**src/hdl/sed_pkg.sv**
```systemverilog
// sed_pkg: shared types and constants of the serpentine error-diffusion block.
// Used by the ALU, the RAM wrapper users and the top level. No dependencies.
`timescale 1ns / 1ps
package sed_pkg;

  localparam int FRAC_BITS = 12;
  localparam int ONE       = 1 << FRAC_BITS;
  localparam int PIX_W     = 13;
  localparam int ERR_W     = 14;
  localparam int WGT_W     = 9;
  localparam int ENTRY_W   = 3 * ERR_W;

  typedef logic signed [ERR_W-1:0] err_t;
  typedef logic [PIX_W-1:0] pix_t;

  // opcodes
  localparam logic [1:0] OP_APPLY = 2'd0;
  localparam logic [1:0] OP_DIST  = 2'd1;
  localparam logic [1:0] OP_CLEAR = 2'd2;

  // neighbor order of a distribute
  localparam logic [1:0] NB_RIGHT = 2'd0;
  localparam logic [1:0] NB_BACK  = 2'd1;
  localparam logic [1:0] NB_BELOW = 2'd2;
  localparam logic [1:0] NB_AHEAD = 2'd3;

  // register indexes
  localparam logic [2:0] CFG_ENABLE  = 3'd0;
  localparam logic [2:0] CFG_WIDTH   = 3'd1;
  localparam logic [2:0] CFG_HEIGHT  = 3'd2;
  localparam logic [2:0] CFG_LIMIT   = 3'd3;
  localparam logic [2:0] CFG_W_RIGHT = 3'd4;
  localparam logic [2:0] CFG_W_BACK  = 3'd5;
  localparam logic [2:0] CFG_W_BELOW = 3'd6;
  localparam logic [2:0] CFG_W_AHEAD = 3'd7;

  typedef enum logic [2:0] {
    ST_CLR,
    ST_IDLE,
    ST_CLAMP,
    ST_NRD,
    ST_NWR,
    ST_ARD,
    ST_AWB,
    ST_OUT
  } state_t;

  typedef struct packed {
    logic load;   // capture operand into the share register
    logic apply;  // 1: pixel add, clamp 0..ONE; 0: weighted share, clamp +-ONE
  } alu_ctl_t;

endpackage

```
**src/hdl/sed_alu.sv**
```systemverilog
// sed_alu: shared three-lane accumulate unit: weighted share or pixel operand
// is registered, then added to an accumulator and saturated. Uses sed_pkg.
`timescale 1ns / 1ps
module sed_alu (
  input  logic                  clk,
  input  sed_pkg::alu_ctl_t     ctl,
  input  sed_pkg::err_t         val_i [3],
  input  logic [sed_pkg::WGT_W-1:0] weight_i,
  input  sed_pkg::err_t         acc_i [3],
  output sed_pkg::err_t         res_o [3]
);

  localparam logic signed [sed_pkg::ERR_W:0] ONE_S = (sed_pkg::ERR_W+1)'(sed_pkg::ONE);
  localparam logic signed [sed_pkg::ERR_W:0] NEG_S = -ONE_S;

  sed_pkg::err_t share_r [3];
  logic          apply_r;

  logic signed [23:0] prod [3];
  logic signed [sed_pkg::ERR_W:0] sum [3];
  logic signed [sed_pkg::ERR_W:0] lo;

  always_comb begin
    lo = apply_r ? '0 : NEG_S;
    for (int c = 0; c < 3; c++) begin
      prod[c] = 24'(val_i[c]) * 24'($signed({1'b0, weight_i}));
      sum[c]  = {acc_i[c][sed_pkg::ERR_W-1], acc_i[c]}
              + {share_r[c][sed_pkg::ERR_W-1], share_r[c]};
      if (sum[c] < lo) begin
        res_o[c] = sed_pkg::ERR_W'(lo);
      end else if (sum[c] > ONE_S) begin
        res_o[c] = sed_pkg::ERR_W'(ONE_S);
      end else begin
        res_o[c] = sed_pkg::ERR_W'(sum[c]);
      end
    end
  end

  // floor(e*w/256) is bits [21:8] of the product
  always_ff @(posedge clk) begin
    if (ctl.load) begin
      apply_r <= ctl.apply;
      for (int c = 0; c < 3; c++) begin
        share_r[c] <= ctl.apply ? val_i[c] : prod[c][21:8];
      end
    end
  end

endmodule

```
**config.mk**
```make
export PLATFORM = sky130hd
export DESIGN_NAME = sed_alu
export DESIGN_NICKNAME = d
export VERILOG_FILES = /design/src/hdl/sed_pkg.sv /design/src/hdl/sed_alu.sv
export SDC_FILE = /design/constraint.sdc
export NUM_CORES = 1
export LEC_CHECK = 0
export CAP_MARGIN = 10
export CORE_UTILIZATION = 55
export DETAILED_ROUTE_END_ITERATION = 12
export DONT_BUFFER_PORTS = 1
export PLACE_DENSITY_LB_ADDON = 0.05
export SLEW_MARGIN = 20
export SYNTH_ARGS = -nofsm -noshare
export SYNTH_HDL_FRONTEND = slang
export SYNTH_SLANG_ARGS = --single-unit
```
**constraint.sdc**
```tcl
create_clock -name clk -period 13.6 [get_ports clk]
set_clock_uncertainty 0.2 [all_clocks]
set_input_delay 0.68 -clock clk [delete_from_list [all_inputs] [get_ports clk]]
set_output_delay 0.68 -clock clk [all_outputs]
set_load 0.01 [all_outputs]
```
==> results of run 1 <==
[area by class of cell]
cell class | count | share of cell area
multi-input cells | 1425 | 0.803
inverters | 387 | 0.0845
flip-flops and latches | 43 | 0.0751
well taps | 390 | 0.0284
clock buffers | 5 | 0.00728
clock inverters | 2 | 0.00218
[sequential cells by signal, indices dropped and copies added (netlist names)]
register and count:
share_r 42, apply_r 1
[through the flow]
stage	hold slack [ns]	instances	area, um2
after floorplan	0.579	1943	16900
after global routing	0.285	2252	17200
after CTS	0.282	2252	17200
final	0.294	2252	17200
after global placement	0.596	2245	17000
after detailed placement	0.596	2245	17000
[worst min path at each step]
stage	from	to	slack [ns]	depth (start not counted)
after floorplan	ctl[0]	apply_r	0.58	0
after global placement	ctl[0]	apply_r	0.60	0
final	ctl[1]	share_r[0][14]	0.29	0
after detailed placement	ctl[0]	apply_r	0.60	0
after CTS	ctl[0]	apply_r	0.28	0
after global routing	ctl[0]	apply_r	0.28	0
[cell families after synthesis]
logic type,Yosys count,synth area share
buffers and inverters,475,0.106
and+or+nand+nor,602,0.179
adders and majority gates,489,0.497
muxes,9,0.00578
AOI/OAI and AO/OA,245,0.0939
xor gates and xnor gates,80,0.0415
DFF,43,0.0765
[placed cells by master (no fill, tap or decap), drive strengths merged, types with 16 or more instances in the layout]
| master | synthesis | routed |
|---|---|---|
| xor2 | 28 | 28 |
| nor3 | 19 | 19 |
| nand3 | 16 | 16 |
| inv | 387 | 387 |
| nand2 | 241 | 241 |
| fa | 303 | 303 |
| a21o | 21 | 21 |
| o21a | 26 | 26 |
| a21oi | 43 | 43 |
| edfxtp | 43 | 43 |
| nor2 | 61 | 61 |
| o21ai | 80 | 80 |
| ha | 186 | 186 |
| and2 | 195 | 195 |
| xnor2 | 52 | 52 |
[layer usage]
metal	GRT usage	share of wire	vias to the layer above
met5	0	0	-
met4	0.0503	0.013	0
met3	0.0333	0.045	39
met2	0.451	0.48	234
met1	0.344	0.46	6180
li1	-	-	5908
[worst max-delay path, stage by stage]
cell      delay (ns)
nand2_1         0.06
fa_1            0.53
inv_1           0.05
fa_1            0.48
fa_1            0.51
fa_1            0.49
inv_1           0.05
fa_1            0.47
inv_1           0.05
ha_1            0.32
a21o_1          0.19
a21oi_1         0.23
nor4b_1         0.28
a21oi_1         0.19
o311ai_0        0.50
a21oi_1         0.18
a21oi_1         0.22
xnor2_1         0.09
mux2_2          0.27
[power breakdown]
part	switching (mW)	internal [mW]
combinational	1.83	1.42
sequential	0.0397	0.273
clock	0.0553	0.0857
total	1.93	1.78
==> results.sh, run 1 <==
export IMPL_cp_start_kind="input port"
export IMPL_detail_route_iter0_violations=615
export IMPL_fin_nets=2447
export IMPL_final_util=0.574
export IMPL_synth_most_common_cell="inv_1"
export IMPL_worstPathArrival_ns=5.87
export IMPL_crit_fanout=42
export IMPL_gp_congestion=0.845
export IMPL_ys_types=65
export IMPL_wl_per_cell_um=17.2
export IMPL_clockBufferDepth=2
export IMPL_area_growth_pct=1.85
export IMPL_yosysTopAreaCell="fa_1"
export IMPL_maxCapViolCount=0
export IMPL_rows=63
export IMPL_synthesis_area_um2=16900
export IMPL_vias_per_cell=5.49
export IMPL_drive_gt1_frac=0.0134
export IMPL_yosysSeqAreaShare=0.0765
export IMPL_slew_headroom=0.424
export IMPL_yosys_warnings=0
export IMPL_antenna_found_initial=0
export IMPL_yosys_register_bits=43
export IMPL_fin_crit_sh=0.442
export IMPL_ctsHtreeMaxLevel=2
export IMPL_drcViolationCount=0
export IMPL_dp_hpwl_um=31100
export IMPL_tns_ns=0
export IMPL_cts_tree="done"
export IMPL_p_per_area_nw_per_um2=216
export IMPL_rsz0062_at_grt="no"
export IMPL_clock_fmax_mhz=166
export IMPL_die_w_um=177
export IMPL_cts_resized=0
export IMPL_wl_um=38600
export IMPL_cts_setup_buffers=0
export IMPL_synth_edf_count=43
export IMPL_avgSynthCellArea_um2=8.69
export IMPL_outcome="complete, no violations"
export IMPL_vias=12361
export IMPL_synthArstFlopShare=0
export IMPL_seq_area_um2=1290
export IMPL_pin_count=138
export IMPL_die_y_um=177
export IMPL_cellLeakagePower_nw=8.73
export IMPL_critical_path_required_ns=13.45
export IMPL_crit_type="in -> reg"
export IMPL_power_total_mw=3.71
export IMPL_numCtsBuffers=5
export IMPL_netlist_area_leader_share=0.359
export IMPL_synth_common_cells="inv_1, fa_1, nand2_1"
export IMPL_cts_root_buffer="clkbuf_16"
export IMPL_ant_nets=0
export IMPL_timing_final_ws_setup_ns=7.59
export IMPL_hold_buffers=0
export IMPL_cts_clk_slew_worst_paths_ns=0.07
export IMPL_synthTopCellsByArea="fa_1, ha_1, inv_1"
export IMPL_nFillCells=2785
export IMPL_drtPass1Iterations=5
export IMPL_min_delay_path_class="in -> reg"
export IMPL_die_area_um2=31400
export IMPL_cts_sinks=43
export IMPL_fin_crit_ns=6.01
export IMPL_synth_flop_cell="edfxtp_1"
export IMPL_grt_pass1_wl_um=63800
export IMPL_worstMarginPinSlew_ns=0.864
export IMPL_overflow=0
export IMPL_final_hold_violation_count=0
export IMPL_antenna_cells=0
export IMPL_peakVddDrop_uv=140
export IMPL_end_kind="flip-flop"
export IMPL_synth_fp_nets=2528
export IMPL_cp_startpoint="weight_i[1]"
export IMPL_setup_viol=0
export IMPL_grt_pass1_vias=13090
export IMPL_report_final_slew_viol_count=0
export IMPL_dp_slack_ns=7.34
export IMPL_cp_endpoint="share_r[0][13]"
export IMPL_multiInputGateArea_um2=13800
export IMPL_initial_core_util=0.563
export IMPL_postSynthCellCount=1943
export IMPL_core_um2=30000
export IMPL_grt_max_degree=81
export IMPL_io_buffers=0
export IMPL_grtUsageTotal=0.258
Note: power is estimated with default switching activity, not from simulation.
==> run 2: changes to the inputs <==
- ABC_AREA: unset -> 1
- clock period: 13.6 -> 5.5 ns (I/O delays scaled with it)
==> run 2 against run 1 <==
- clock-buffer cell count up 1
- die area up 13%
- core utilization up 1.2 points
- power rose to 3.1 times the previous value
- clock power up 120%
- combinational power rose to 3.2 times the previous value
- synthesized cell count up 43%
- hold slack worse by 0.28 ns
- synthesized area up 13%
- sequential cell count unchanged
- via count up 32%
==> results.sh, run 2 <==
export IMPL_drtPass1Iterations=5
export IMPL_fin_crit_sh=0.913
export IMPL_die_y_um=189
export IMPL_critical_path_required_ns=5.35
export IMPL_grt_max_degree=45
export IMPL_cts_root_buffer="clkbuf_16"
export IMPL_area_growth_pct=3.59
export IMPL_synthTopCellsByArea="fa_1, nand2_1, inv_1"
export IMPL_die_w_um=189
export IMPL_grt_pass1_vias=17056
export IMPL_cts_sinks=43
export IMPL_end_kind="flip-flop"
export IMPL_io_buffers=0
export IMPL_fin_area_um2=19800
export IMPL_synth_common_cells="nand2_1, inv_1, fa_1"
export IMPL_maxCapViolCount=0
export IMPL_vias=16330
export IMPL_hold_buffers=34
export IMPL_vias_per_cell=5.13
export IMPL_crit_type="in -> reg"
export IMPL_top_regs="share_r: 42 flops, apply_r: 1 flops"
export IMPL_dpl_cell_area_um2=19300
export IMPL_clockBufferDepth=2
export IMPL_rsz0062_at_grt="no"
export IMPL_numCtsBuffers=5
export IMPL_p_per_area_nw_per_um2=576
export IMPL_cts_clk_slew_worst_paths_ns=0.06
export IMPL_wl_um=49400
export IMPL_synth_edf_count=43
export IMPL_antenna_cells=0
export IMPL_die_area_um2=35600
export IMPL_netlist_area_leader_share=0.317
export IMPL_postSynthCellCount=2787
export IMPL_peakVddDrop_uv=365
export IMPL_wl_met3_um=3100
export IMPL_yosys_warnings=0
export IMPL_worstPathArrival_ns=4.88
export IMPL_grt_pass1_wl_um=83800
export IMPL_synth_flop_cell="edfxtp_1"
export IMPL_clock_fmax_mhz=199
export IMPL_outcome="complete, no violations"
export IMPL_core_um2=33900
export IMPL_final_util=0.586
export IMPL_yosysSeqAreaShare=0.0674
export IMPL_fin_crit_ns=5.02
export IMPL_cp_start_kind="input port"
export IMPL_avgSynthCellArea_um2=6.87
export IMPL_cts_setup_buffers=0
export IMPL_worstHoldEndpoint="share_r[0][25]"
export IMPL_slew_headroom=0.438
export IMPL_ant_nets=0
export IMPL_antenna_found_initial=0
export IMPL_overflow=0
export IMPL_layout_common_cells="nand2_1, inv_1, fa_1"
export IMPL_tns_ns=0
export IMPL_yosysTopAreaCell="fa_1"
export IMPL_min_delay_path_class="in -> reg"
export IMPL_drcViolationCount=0
export IMPL_final_common_cell="nand2_1"
export IMPL_cts_resized=0
export IMPL_drive_gt1_frac=0.0278
export IMPL_cellLeakagePower_nw=12.1
export IMPL_top_layer_used="met4"
export IMPL_report_final_slew_viol_count=0
export IMPL_pin_count=138
export IMPL_wl_per_cell_um=15.5
export IMPL_final_hold_violation_count=0
export IMPL_largest_reg_flops=42
export IMPL_min_path_cells=2
export IMPL_initial_core_util=0.565
export IMPL_dr_wl_met2_um=23400
export IMPL_power_total_mw=11.4
export IMPL_cts_tree="done"
export IMPL_setup_viol=0
export IMPL_ctsHtreeMaxLevel=2
export IMPL_yosys_register_bits=43
export IMPL_synthesis_area_um2=19200
export IMPL_crit_fanout=41
export IMPL_synthArstFlopShare=0
export IMPL_rows=67
export IMPL_dp_hpwl_um=39500
export IMPL_met1_length_um=21900
export IMPL_worstHoldStart="val_i[25]"
export IMPL_detail_route_iter0_violations=1008
export IMPL_gp_congestion=0.938
export IMPL_synth_most_common_cell="nand2_1"
export IMPL_top_register="share_r"
export IMPL_worstMarginPinSlew_ns=0.842
export IMPL_fin_nets=3319
export IMPL_ys_types=37
export IMPL_synth_fp_nets=3372
export IMPL_grtUsageTotal=0.294
run 2: changes by cell type after synthesis, sizes merged, moves of 21 or more:
cell / before / now
nand3: 16 / 112
nand4: 6 / 33
a21oi: 43 / 91
and2: 195 / 6
buf: 8 / 29
inv: 387 / 749
nor2: 61 / 141
o21ai: 80 / 48
o21a: 26 / 2
nand2: 241 / 873
run 2: cells by family after synthesis:
group	share of synthesized area
buffers and inverters	0.167
DFF	0.0674
adders and majority gates	0.438
AOI/OAI and AO/OA	0.0482
xor gates and xnor gates	0.0192
and+or+nand+nor	0.260
run 2: metal layers:
layer / up-vias / GRT usage
met5: - / 0
met4: 0 / 0.0748
met3: 52 / 0.0393
met2: 465 / 0.504
met1: 7751 / 0.391
li1: 8062 / -
run 2: metrics by stage:
stage          hold WS (ns)  worst slack (ns)  cells
2_1_floorplan         0.174             0.221   2787
3_3_place_gp          0.181             0.436   3141
3_5_place_dp          0.180             0.333   3141
4_1_cts            0.000968             0.550   3183
5_1_grt              0.0200             0.254   3183
6_report             0.0146             0.476   3183
run 2: how the worst max path moves through the flow:
stage,start,endpoint,slack [ns],depth (start not counted)
after CTS,weight_i[1],share_r[0][18],0.55,20
after global routing,weight_i[1],share_r[0][18],0.25,20
after global placement,weight_i[1],share_r[0][39],0.44,17
after detailed placement,weight_i[1],share_r[0][11],0.33,17
final,weight_i[1],share_r[0][18],0.48,20
after floorplan,weight_i[2],share_r[0][27],0.22,20
run 2: power by group:
part | total [mW] | switching (mW) | internal, mW
clock network | 0.316 | 0.148 | 0.168
registers | 0.746 | 0.0925 | 0.653
logic | 10.4 | 6.61 | 3.76
run 2: area by class of cell:
class | count | area (um2)
multi-input combinational | 1900 | 14700
fill | 3346 | 14000
inverter | 749 | 2810
sequential | 43 | 1290
tap | 448 | 561
timing repair buffer | 35 | 375
clock buffer | 6 | 129
clock inverter | 2 | 12.5
run 2: critical path, stage by stage:
cell,delay (ns)
nand2_1,0.08
fa_1,0.53
inv_1,0.05
fa_1,0.49
inv_1,0.05
fa_1,0.53
inv_1,0.05
fa_1,0.47
inv_1,0.05
fa_1,0.48
inv_1,0.04
ha_1,0.34
nand2_1,0.11
nor2_1,0.04
nand2_1,0.06
nand2_1,0.06
a21oi_1,0.28
xor2_1,0.22
o21ai_0,0.09
dlygate4sd3_1,0.56
